### src/rtl/pvrr_pkg.sv
`timescale 1ns / 1ps
// Shared types and constants for the process value rule rewriter.
// Used by pvrr_ctrl, pvrr_datapath and the top level; no dependencies.
package pvrr_pkg;

	localparam int DEF_MAX_RULES = 16;

	// item function codes
	localparam logic [1:0] FUNC_PROCESS = 2'd0;
	localparam logic [1:0] FUNC_APPEND  = 2'd1;
	localparam logic [1:0] FUNC_CLEAR   = 2'd2;

	// rule action codes
	localparam logic [2:0] ACT_NONE    = 3'd0;
	localparam logic [2:0] ACT_CLAMP   = 3'd1;
	localparam logic [2:0] ACT_OFFSET  = 3'd2;
	localparam logic [2:0] ACT_FORCE   = 3'd3;
	localparam logic [2:0] ACT_TOGGLE  = 3'd4;
	localparam logic [2:0] ACT_MONITOR = 3'd5;

	// objects left alone in protected mode
	localparam logic [15:0] PROT_INDEX_A = 16'h7010;
	localparam logic [15:0] PROT_INDEX_B = 16'h6040;

	localparam int BIT_IDX_W = 5;

	typedef struct packed {
		logic [1:0]         func;
		logic [15:0]        node_address;
		logic [15:0]        od_index;
		logic [7:0]         od_subindex;
		logic signed [31:0] pd_value;
		logic               rule_enabled;
		logic [2:0]         rule_action;
		logic signed [31:0] rule_param_a;
		logic signed [31:0] rule_param_b;
	} item_t;

	typedef struct packed {
		logic               matched;
		logic               modified;
		logic signed [31:0] value_out;
		logic [3:0]         matched_slot;
		logic [31:0]        trigger_total;
		logic               append_accepted;
		logic [4:0]         rules_held;
	} result_t;

	// {enable, node, index, subindex}
	typedef logic [40:0] match_key_t;

	typedef struct packed {
		match_key_t         key;
		logic [2:0]         action;
		logic signed [31:0] param_a;
		logic signed [31:0] param_b;
	} rule_entry_t;

	typedef struct packed {
		logic capture;   // latch a new item, rewind the scan
		logic scan;      // read next slot, compare previous
		logic take_hit;  // record the matching slot
		logic finish;    // commit state, load result register
	} dp_cmd_t;

	typedef struct packed {
		logic hit;       // compare stage holds a match
		logic miss;      // every stored slot compared, none matched
		logic out_free;  // result register can take a beat
	} dp_status_t;

endpackage

### src/rtl/process_value_rule_rewriter_unit.sv
`timescale 1ns / 1ps
// Top level of the process value rule rewriter: first-match rule table.
// Depends on pvrr_pkg, pvrr_ctrl and pvrr_datapath.
//
// Channels:
//   item    - valid/ready input; func selects process, append rule or clear.
//   result  - valid/ready output; exactly one result beat per item beat.
//   cfg     - valid/ready write of protected_mode; always ready, write only
//             while idle.
// Item handling:
//   append, clear, unused code: no table scan.
//   process item: the scan reads one table slot per cycle through a
//   registered memory read port, the compare follows in the next cycle;
//   the scan stops at the first hit or once every stored rule is compared.
//   One item is worked on at a time; the next item is taken once the
//   result sits in the output register, so a stalled receiver holds one
//   finished result while the next item is already scanned.
// Reset: rule count, trigger count, protected_mode and all control state
//   clear at once; the rule memory is not cleared (slots beyond the count
//   are never compared), so no clearing pass is needed.
// Receiver stall: the result register holds its beat; the controller waits
//   in its final state until the register frees.
module process_value_rule_rewriter_unit #(
	parameter int MAX_RULES = pvrr_pkg::DEF_MAX_RULES
) (
	input  logic              clk,
	input  logic              arst_n,
	input  logic              item_valid,
	output logic              item_ready,
	input  pvrr_pkg::item_t   item,
	output logic              result_valid,
	input  logic              result_ready,
	output pvrr_pkg::result_t result,
	input  logic              cfg_valid,
	output logic              cfg_ready,
	input  logic              cfg_data
);
	import pvrr_pkg::*;

	dp_cmd_t    cmd;
	dp_status_t status;

	// configuration never stalls
	assign cfg_ready = 1'b1;

	pvrr_ctrl u_ctrl (
		.clk        (clk),
		.arst_n     (arst_n),
		.item_valid (item_valid),
		.item_ready (item_ready),
		.item_func  (item.func),
		.status     (status),
		.cmd        (cmd)
	);

	pvrr_datapath #(
		.MAX_RULES (MAX_RULES)
	) u_datapath (
		.clk          (clk),
		.arst_n       (arst_n),
		.item         (item),
		.cfg_valid    (cfg_valid & cfg_ready),
		.cfg_data     (cfg_data),
		.cmd          (cmd),
		.status       (status),
		.result_valid (result_valid),
		.result_ready (result_ready),
		.result       (result)
	);

endmodule

### src/rtl/pvrr_ctrl.sv
`timescale 1ns / 1ps
// Controller for the rule rewriter: sequences capture, table scan and result load.
// Depends on pvrr_pkg.
module pvrr_ctrl (
	input  logic                   clk,
	input  logic                   arst_n,
	input  logic                   item_valid,
	output logic                   item_ready,
	input  logic [1:0]             item_func,
	input  pvrr_pkg::dp_status_t   status,
	output pvrr_pkg::dp_cmd_t      cmd
);
	import pvrr_pkg::*;

	localparam logic [1:0] ST_IDLE = 2'd0;
	localparam logic [1:0] ST_SCAN = 2'd1;
	localparam logic [1:0] ST_DONE = 2'd2;

	logic [1:0] state_q;
	logic [1:0] state_d;

	always_comb begin
		state_d      = state_q;
		cmd          = '0;
		item_ready   = 1'b0;
		case (state_q)
			ST_IDLE: begin
				item_ready = 1'b1;
				if (item_valid) begin
					cmd.capture = 1'b1;
					state_d     = (item_func == FUNC_PROCESS) ? ST_SCAN : ST_DONE;
				end
			end
			ST_SCAN: begin
				if (status.hit) begin
					cmd.take_hit = 1'b1;
					state_d      = ST_DONE;
				end else if (status.miss) begin
					state_d = ST_DONE;
				end else begin
					cmd.scan = 1'b1;
				end
			end
			ST_DONE: begin
				if (status.out_free) begin
					cmd.finish = 1'b1;
					state_d    = ST_IDLE;
				end
			end
			default: begin
				state_d = ST_IDLE;
			end
		endcase
	end

	always_ff @(posedge clk or negedge arst_n) begin
		if (!arst_n) begin
			state_q <= ST_IDLE;
		end else begin
			state_q <= state_d;
		end
	end

endmodule

### src/rtl/pvrr_datapath.sv
`timescale 1ns / 1ps
// Datapath for the rule rewriter: rule memory, scan pointer, compare stage,
// action unit, counters and result register. Depends on pvrr_pkg.
module pvrr_datapath #(
	parameter int MAX_RULES = pvrr_pkg::DEF_MAX_RULES
) (
	input  logic                   clk,
	input  logic                   arst_n,
	input  pvrr_pkg::item_t        item,
	input  logic                   cfg_valid,
	input  logic                   cfg_data,
	input  pvrr_pkg::dp_cmd_t      cmd,
	output pvrr_pkg::dp_status_t   status,
	output logic                   result_valid,
	input  logic                   result_ready,
	output pvrr_pkg::result_t      result
);
	import pvrr_pkg::*;

	localparam int SLOT_W = (MAX_RULES > 1) ? $clog2(MAX_RULES) : 1;
	localparam int CNT_W  = $clog2(MAX_RULES + 1);
	localparam logic [CNT_W-1:0] MAX_CNT = CNT_W'(MAX_RULES);

	item_t             item_q;
	rule_entry_t       table_mem [MAX_RULES];
	rule_entry_t       entry_s1;
	logic [SLOT_W-1:0] slot_s1;
	logic              cmp_v_s1;
	logic [CNT_W-1:0]  rd_ptr_q;
	logic              hit_q;
	logic [SLOT_W-1:0] hit_slot_q;
	rule_entry_t       hit_entry_q;
	logic [CNT_W-1:0]  rule_cnt_q;
	logic [31:0]       match_cnt_q;
	logic              prot_q;
	result_t           result_q;
	logic              result_valid_q;

	match_key_t         want_key;
	logic               rd_more;
	logic               append_ok;
	logic               prot_obj;
	logic signed [31:0] act_val;
	logic signed [31:0] new_val;
	logic [CNT_W-1:0]   cnt_next;
	logic [31:0]        match_next;
	rule_entry_t        new_entry;

	assign want_key = {1'b1, item_q.node_address, item_q.od_index, item_q.od_subindex};
	assign rd_more  = (rd_ptr_q < rule_cnt_q);

	assign status.hit      = cmp_v_s1 && (entry_s1.key == want_key);
	assign status.miss     = !cmp_v_s1 && !rd_more;
	assign status.out_free = !result_valid_q || result_ready;

	assign new_entry.key     = {item_q.rule_enabled, item_q.node_address,
	                            item_q.od_index, item_q.od_subindex};
	assign new_entry.action  = item_q.rule_action;
	assign new_entry.param_a = item_q.rule_param_a;
	assign new_entry.param_b = item_q.rule_param_b;

	assign append_ok = (item_q.func == FUNC_APPEND) && (rule_cnt_q < MAX_CNT);

	// rule memory: one read port for the scan, one write port for appends
	always_ff @(posedge clk) begin
		if (cmd.scan) begin
			entry_s1 <= table_mem[rd_ptr_q[SLOT_W-1:0]];
			slot_s1  <= rd_ptr_q[SLOT_W-1:0];
		end
		if (cmd.finish && append_ok) begin
			table_mem[rule_cnt_q[SLOT_W-1:0]] <= new_entry;
		end
	end

	always_ff @(posedge clk) begin
		if (cmd.capture) begin
			item_q <= item;
		end
		if (cmd.take_hit) begin
			hit_slot_q  <= slot_s1;
			hit_entry_q <= entry_s1;
		end
		if (cmd.finish) begin
			result_q.matched         <= hit_q;
			result_q.modified        <= (item_q.func == FUNC_PROCESS) &&
			                            (new_val != item_q.pd_value);
			result_q.value_out       <= (item_q.func == FUNC_PROCESS) ? new_val : '0;
			result_q.matched_slot    <= hit_q ? 4'(hit_slot_q) : 4'd0;
			result_q.trigger_total   <= match_next;
			result_q.append_accepted <= append_ok;
			result_q.rules_held      <= 5'(cnt_next);
		end
	end

	// scan pointer and compare stage
	always_ff @(posedge clk or negedge arst_n) begin
		if (!arst_n) begin
			rd_ptr_q <= '0;
			cmp_v_s1 <= 1'b0;
			hit_q    <= 1'b0;
		end else begin
			if (cmd.capture) begin
				rd_ptr_q <= '0;
				cmp_v_s1 <= 1'b0;
				hit_q    <= 1'b0;
			end else begin
				if (cmd.scan) begin
					cmp_v_s1 <= rd_more;
					rd_ptr_q <= rd_ptr_q + CNT_W'(rd_more);
				end
				if (cmd.take_hit) begin
					hit_q <= 1'b1;
				end
			end
		end
	end

	// action unit
	assign prot_obj = prot_q && ((item_q.od_index == PROT_INDEX_A) ||
	                             (item_q.od_index == PROT_INDEX_B));

	always_comb begin
		act_val = item_q.pd_value;
		case (hit_entry_q.action)
			ACT_CLAMP: begin
				if (item_q.pd_value < hit_entry_q.param_a) begin
					act_val = hit_entry_q.param_a;
				end else if (item_q.pd_value > hit_entry_q.param_b) begin
					act_val = hit_entry_q.param_b;
				end
			end
			ACT_OFFSET: begin
				act_val = item_q.pd_value + hit_entry_q.param_a;
			end
			ACT_FORCE: begin
				act_val = hit_entry_q.param_a;
			end
			ACT_TOGGLE: begin
				act_val = item_q.pd_value ^
				          (32'sd1 << hit_entry_q.param_a[BIT_IDX_W-1:0]);
			end
			default: begin
				act_val = item_q.pd_value;
			end
		endcase
	end

	assign new_val = (hit_q && !prot_obj && (hit_entry_q.action != ACT_MONITOR)) ?
	                 act_val : item_q.pd_value;

	always_comb begin
		cnt_next = rule_cnt_q;
		if (item_q.func == FUNC_CLEAR) begin
			cnt_next = '0;
		end else if (append_ok) begin
			cnt_next = rule_cnt_q + CNT_W'(1);
		end
	end

	assign match_next = match_cnt_q + 32'(hit_q);

	always_ff @(posedge clk or negedge arst_n) begin
		if (!arst_n) begin
			rule_cnt_q     <= '0;
			match_cnt_q    <= '0;
			prot_q         <= 1'b0;
			result_valid_q <= 1'b0;
		end else begin
			if (cfg_valid) begin
				prot_q <= cfg_data;
			end
			if (cmd.finish) begin
				rule_cnt_q     <= cnt_next;
				match_cnt_q    <= match_next;
				result_valid_q <= 1'b1;
			end else if (result_ready) begin
				result_valid_q <= 1'b0;
			end
		end
	end

	assign result_valid = result_valid_q;
	assign result       = result_q;

`ifndef SYNTHESIS
	a_cnt_bound: assert property (@(posedge clk) disable iff (!arst_n)
		rule_cnt_q <= MAX_CNT)
		else $error("rule count beyond table depth");

	a_match_only_on_hit: assert property (@(posedge clk) disable iff (!arst_n)
		!(cmd.finish && hit_q) |=> match_cnt_q == $past(match_cnt_q))
		else $error("trigger count moved without a matched result");

	a_hit_slot_stored: assert property (@(posedge clk) disable iff (!arst_n)
		hit_q |-> CNT_W'(hit_slot_q) < rule_cnt_q)
		else $error("hit recorded on a slot that holds no rule");
`endif

endmodule

### config.mk
export PLATFORM = sky130hd
export DESIGN_NAME = process_value_rule_rewriter_unit
export DESIGN_NICKNAME = d
export VERILOG_FILES = /design/src/rtl/pvrr_pkg.sv /design/src/rtl/process_value_rule_rewriter_unit.sv /design/src/rtl/pvrr_ctrl.sv /design/src/rtl/pvrr_datapath.sv
export SDC_FILE = /design/constraint.sdc
export NUM_CORES = 2
export LEC_CHECK = 0
export BUFFER_PORTS_ARGS = -buffer_cell sky130_fd_sc_hd__buf_2
export CORE_UTILIZATION = 40
export CTS_CLUSTER_SIZE = 8
export DETAILED_ROUTE_END_ITERATION = 10
export PLACE_DENSITY = 0.59
export REMOVE_ABC_BUFFERS = 1
export SLEW_MARGIN = 40
export SYNTH_ARGS = -nofsm -noshare
export SYNTH_HDL_FRONTEND = slang
export SYNTH_HIERARCHICAL = 1
export SYNTH_SLANG_ARGS = --single-unit
### constraint.sdc
create_clock -name clk -period 13 [get_ports clk]
set_input_delay 0.65 -clock clk [delete_from_list [all_inputs] [get_ports clk]]
set_output_delay 0.65 -clock clk [all_outputs]
set_load 0.05 [all_outputs]
# Yosys cells after proc, flatten, opt, wreduce, memory -nomap -nowiden
# Memories as Yosys holds them, arrays and structs flattened. A register that Yosys moved wholly into a read port is not among the register bits.
# Cells that the tools add are included.
word_totals:
  reg_bits: 341
  ramBits: 1728
  inputBits: 148
  output_inout_bits: 79
  wordCells: 108
  memories: 1
memory_table:
  columns: ["name", "depth", "width", "read_ports", "rd_clocked_by_memory_dff", "wr", "line_no", "rtl"]
  rows:
  - ["u_datapath.table_mem", 16, 108, 1, 1, 1, "pvrr_datapath.sv:25", "rule_entry_t table_mem [MAX_RULES];"]
classes:
  add_sub_neg: 4
  order_cmp: 4
  eq_ne: 16
  n_shift: 1
  mux: 31
  bitwise_logic: 1
  reduce_logical: 21
ops:
  columns: ["cell", "count"]
  rows:
  - ["$pmux W32 S4", 1]
  - ["$mux W32", 3]
  - ["$eq A41 B41 Y1", 1]
  - ["$add A32 B1 Y32", 1]
  - ["$add A32 B32 Y32", 1]
  - ["$eq A16 B15 Y1 const B", 2]
  - ["$gt A32 B32 Y1", 1]
  - ["$lt A32 B32 Y1", 1]
  - ["$ne A32 B32 Y1", 1]
  - ["$shl A1 B5 Y32 const A", 1]
  - ["$xor A32 B32 Y32", 1]
  - ["$mux W5", 4]
  - ["$mux W1", 16]
  - ["$mux W2", 6]
  - ["$logic_and A1 B1 Y1", 8]
  - ["$eq A3 B2 Y1 const B", 2]
  - ["$logic_not A2 Y1", 3]
  - ["$ne A3 B3 Y1 const B", 2]
  - ["$pmux W2 S3", 1]
  - ["$reduce_bool A2 Y1", 3]
  - ["$add A5 B1 Y5", 1]
  - ["$add A5 B1 Y5 const B", 1]
  - ["$lt A5 B5 Y1", 1]
  - ["$lt A5 B5 Y1 const B", 1]
  - ["other kinds (8)", 15]

# Logic depth before layout (Yosys ltp)
depth:
  depth_word: 9
  mapped_depth: 17
  mapped_depth_nobuf: 14

# Modules after synthesis
# Netlist, hierarchy kept.
modules_own_cells:
  columns: ["module", "instances", "cells_per_inst", "area_per_inst_um2"]
  rows:
  - ["pvrr_datapath", 1, 4355, 87526.4]
  - ["pvrr_ctrl", 1, 16, 148.9]
  - ["process_value_rule_rewriter_unit", 1, 2, 11.3]

# Worst setup path after synthesis
# Ideal clock, no wire load.
synth_timing:
  path_kind: "reg-to-reg"
  start: "register u_datapath.rd_ptr_q[0]"
  end: "register u_datapath.rd_ptr_q[4]"
  arrival_ps: 13908
  t_required_ps: 12696
  path_slack_ps: -1212
  stages_incl_launch_ff: 14
  n_path_buf: 3
  period_less_slack_ps: 14212
  cell_sequence: "dfrtp_1 > clkbuf_1 > clkbuf_1 > o21ai_0 > a21boi_0 > o21ai_0 > nand2b_1 > a21oi_1 > nor2_1 > nor4b_1 > clkbuf_1 > nand4_1 > xor2_1 > nor2_1"
synth_lines:
  columns: ["item", "line_no", "rtl"]
  rows:
  - ["from (decl)", "pvrr_datapath.sv:29", "logic [CNT_W-1:0] rd_ptr_q;"]
  - ["from (signal assigned)", "pvrr_datapath.sv:109", "rd_ptr_q <= rd_ptr_q + CNT_W'(rd_more);"]

# Worst setup path in the final report
layout_timing:
  start: "register u_datapath/item_q[98] (netlist name)"
  end: "register u_datapath.result_q, in the netlist u_datapath/result[74] (data pin)"
layout_between:
  elab_chain_cells: 7
layout_lines:
  columns: ["item", "line_no", "rtl"]
  rows:
  - ["from (decl)", "pvrr_datapath.sv:24", "item_t item_q;"]
  - ["from (signal assigned)", "pvrr_datapath.sv:77", "item_q <= item;"]
  - ["$gt A32 B32 Y1", "pvrr_datapath.sv:128", "end else if (item_q.pd_value > hit_entry_q.param_b) begin"]
  - ["$mux W32", "pvrr_datapath.sv:128", null]
  - ["$mux W32", "pvrr_datapath.sv:126", "if (item_q.pd_value < hit_entry_q.param_a) begin"]
  - ["$pmux W32 S4", "pvrr_datapath.sv:124", "case (hit_entry_q.action)"]
  - ["$mux W32", "pvrr_datapath.sv:148", "assign new_val = (hit_q && !prot_obj && (hit_entry_q.action != ACT_MONITOR)) ?"]
  - ["$ne A32 B32 Y1 *", "pvrr_datapath.sv:86", "(new_val != item_q.pd_value);"]
  - ["$logic_and A1 B1 Y1 *", "pvrr_datapath.sv:85", "result_q.modified <= (item_q.func == FUNC_PROCESS) &&"]
  - ["to (decl)", "pvrr_datapath.sv:36", "result_t result_q;"]
# Every way passes the cells marked *; elsewhere a longest branch is shown, timed or not.
# A chain may end at the register's enable or synchronous reset.

==> summary.md <==
| Metric | Value |
|---|---|
| Status | `finished clean` |
| Via count | `45,300` |
| DIE AREA | `221,000 µm²` |
| Worst-Margin Slew | `0.924 ns` |
| Resized Gates After CTS | `0` |
| Clk buf depth | `4` |
| Max-slew violation count | `0` |
| Clk root buf | `clkbuf_16` |
| Final core occ | `47.2%` |
| Reg2reg setup slack | `7.81 ns` |
| Kind of critical path | `flip-flop to flip-flop` |
| Initial Util | `40.3%` |
| Avg Cell Area, Syn | `20.1 µm²` |
| Worst Path Arrival | `5.80 ns` |
| PortBufs | `225` |
| Min Hold Slack | `0.0301 ns` |
| Clock transition at the registers of the reported paths | `0.07 ns` |
| Tmin final | `5.19 ns` |
| Cell Rows | `171` |
| Yosys top cell by area | `edfxtp_1` |
| Hold path start | `item[6]` |
| Die Ht | `470 µm` |
| Peak supply drop | `0.000121 V` |
| Top delay family on crit path | `simple AND/OR/NAND/NOR gates` |
| F_max | `0.193 GHz` |
| Finished Cell Area | `103,000 µm²` |
| Core area | `218,000 µm²` |
| Switching Fraction | `26.3%` |
| CP max stage delay | `0.62 ns` |
| Top-area cell type share of the netlist area | `72.9%` |
| MaxCap Viol Count | `0` |
| WHS Endpoint | `u_datapath/item_q[6]$_DFFE_PP_` |
| Crit Path Max Fanout | `39` |
| Layout cells sized above 1 | `25.8%` |
| Final nets | `5,189` |
| Crit path cell chain | `ha_1, nand4_1, nor3_2, a2bb2oi_2, a21boi_1, or3_4, o2111a_1, a221oi_2, nor4_2, o2111ai_1, or4b_1, o31ai_1, a41oi_1` |
| Yosys warning total | `6` |
| Simple-gate portion of the synthesized area | `3.23%` |
| Die width | `470 µm` |
| Detailed Routing Iterations Pass 1 | `5` |
| Antenna violations before repair | `11` |
| Number of remaining DRC errors | `0` |
| Post-synthesis adder-cell area fraction | `1.55%` |
| Top FF cell, synth | `edfxtp_1` |
| PwrDens | `192 nW/µm²` |
| CTS Buf Count | `324` |
| I/O Pins | `227` |
| Htree depth | `5` |
| First-pass GRT wire length | `329,000 µm` |
| Setup WS post-layout | `7.81 ns` |
| Via density | `5.77` |
| Critical Path RT | `13.60 ns` |
| Max-slew headroom | `37.8%` |
| Crit path capture type | `flip-flop` |
| Leakage | `32.9 nW` |
| Top-count cell post-synth | `edfxtp_1` |
| GR Util All Layers | `20.7%` |
| Synth area leaders | `edfxtp_1 (73%), mux4_2 (14%), ha_1 (1.5%)` |
| TritonCTS clock tree | `yes` |
| Post-synthesis sequential area ratio | `74.3%` |
| Gpl congestion | `0.968` |
| Dpl cell area | `92,700 µm²` |
| Xor/xnor share of the synthesized area | `1.40%` |
| Reg2reg end | `u_datapath/result[74]$_DFFE_PP_` |
| Final clock skew | `0.0896 ns` |
| Fin. Hold Viols | `0` |
| Fin crit share | `40.0%` |
| Gate Count Post-Synth | `4,373` |
| Cell count of the worst hold path | `1` |
| Worst reg-to-reg path cell count | `13` |
| Post-synth ARST share | `2.20%` |
| FF+latch count, synth | `2,177` |
| Dpl hpwl | `131,000 µm` |
| P_sw | `0.00519 W` |
| Synth cell types | `108` |
| Slowest-stage cell, CP | `or3_4` |
| Wire length per cell | `29.1 µm` |
| Mux share of post-synthesis cell area | `14.1%` |
| Layout area overhead | `17.1%` |
| Detail Route Antenna Nets | `0` |
| Final wirelength | `229,000 µm` |
| Total Power | `0.0198 W` |
| EDFF count, synth | `2,129` |
| Int Pwr | `0.0146 W` |
| CTS sink count | `2,177` |
| Crit start category | `flip-flop` |
| Share of power burned in registers | `46.0%` |
| Buf/Inv on CP | `0` |
| Largest family of logic cells by synthesized area | `multiplexers` |
| Final setup fails | `0` |
| RSZ-0062 raised after global routing | `no` |
| Vias in the first global route | `45,900` |
| Largest net degree at the start of global routing | `89` |
| Post-Syn Area | `87,700 µm²` |
| Worst slack, placed | `7.78 ns` |
| DRT iter0 DRCs | `4,499` |
| Comb pwr share | `17.1%` |
| Fillcell total | `17,900` |
| Worst Hold Class | `primary input to flip-flop` |
| Most frequent cells after synthesis | `edfxtp_1 (2,129), mux4_2 (540), nand2_1 (160)` |
| Clk_lat worst skew | `0.94 ns` |
| GRT overflow | `0` |
| Synth Area in Compound Gates | `3.98%` |
| FF-to-FF Start | `u_datapath/item_q[98]$_DFFE_PP_` |
| Clk network pwr share | `36.8%` |
## routing by layer
metal  global-route usage, %  up-vias  routed length [µm]
met4                    6.74        4                6850
met1                    29.0    24200               99600
li1                        -    19100                   -
met3                    3.29      370               12500
met2                    32.9     1643              110000
met5                       0        -                  27
## repair_timing
| item | in CTS | in global routing |
|---|---|---|
| setup endpoints to repair | 0 | 0 |
| hold buffers | 122 | 0 |
| endpoints found under the hold margin | 141 | 0 |
| setup buffers | 0 | 0 |
## registers in the layout, summed over array words and instances, names as in the netlist, 2 cells and up
signal,cells
u_datapath/item_q,142
u_datapath/table_mem,1728
u_datapath/hit_entry_q,67
u_datapath/hit_slot_q,4
u_datapath/rd_ptr_q,5
u_ctrl/state_q,2
u_datapath/entry_s1,108
u_datapath/slot_s1,4
u_datapath/match_cnt_q,32
u_datapath/result,76
u_datapath/rule_cnt_q,5
## cell type report
class,count,area [µm²],area share [%]
Inverter,107,402,0.391
Antenna cell,2,5.00,0.00487
Clock inverter,14,138,0.134
Tap cell,2854,3570,3.48
Clock buffer,383,8490,8.27
Sequential cell,2177,65100,63.4
Multi-Input combinational cell,1877,21500,20.9
Timing Repair Buffer,446,3490,3.40
## metrics by stage
stage	setup TNS (ns)	cells
2_1_floorplan	-1838.40	4161
3_3_place_gp	0	7327
3_5_place_dp	0	7335
4_1_cts	0	7854
5_1_grt	0	7859
6_report	0	7860
## worst max path at each step
stage	slack (ns)	startpoint	endpoint	cells past startpoint
2_1_floorplan	-11.78	u_datapath/rd_ptr_q[0]$_DFFE_PN0P_	u_datapath/rd_ptr_q[3]$_DFFE_PN0P_	10
3_3_place_gp	7.58	u_datapath/item_q[118]$_DFFE_PP_	u_datapath/hit_entry_q[0]$_DFFE_PP_	7
3_5_place_dp	7.78	u_datapath/item_q[118]$_DFFE_PP_	u_datapath/hit_entry_q[26]$_DFFE_PP_	7
4_1_cts	7.71	u_datapath/item_q[118]$_DFFE_PP_	u_datapath/hit_entry_q[25]$_DFFE_PP_	7
5_1_grt	7.61	u_datapath/item_q[98]$_DFFE_PP_	u_datapath/result[74]$_DFFE_PP_	13
6_report	7.81	u_datapath/item_q[98]$_DFFE_PP_	u_datapath/result[74]$_DFFE_PP_	13
## cell families after synthesis
logic type | Yosys count
AOI/OAI and AO/OA | 497
xor gates and xnor gates | 140
adders and majority gates | 108
buffers and inverters | 319
DFF | 2177
muxes | 560
other | 1
and+or+nand+nor | 571
## layout by cell type (no fill, tap or decap), types with 40 or more instances in the layout
cell type / Yosys / layout
edfxtp_1: 2129 / 2129
mux4_2: 540 / 540
clkbuf_16: 0 / 331
buf_2: 20 / 225
nand2_1: 160 / 159
nor2_1: 156 / 144
dlygate4sd3_1: 0 / 122
a21oi_1: 119 / 119
inv_1: 107 / 107
ha_1: 107 / 106
o21ai_0: 92 / 92
xnor2_1: 78 / 78
buf_4: 8 / 62
xor2_1: 62 / 62
clkbuf_1: 149 / 51
dfrtp_1: 48 / 44
nand3_1: 40 / 40
## power groups by stage
stage	registers [W]	logic, W	clock network [W]
6_report	0.00909	0.00339	0.00727
2_1_floorplan	0.00965	0.00301	0
4_1_cts	0.00910	0.00343	0.00745
5_1_grt	0.00916	0.00362	0.00771
3_5_place_dp	0.00922	0.00340	0
3_3_place_gp	0.00920	0.00336	0
No activity file was read; power rests on OpenSTA's default activity.
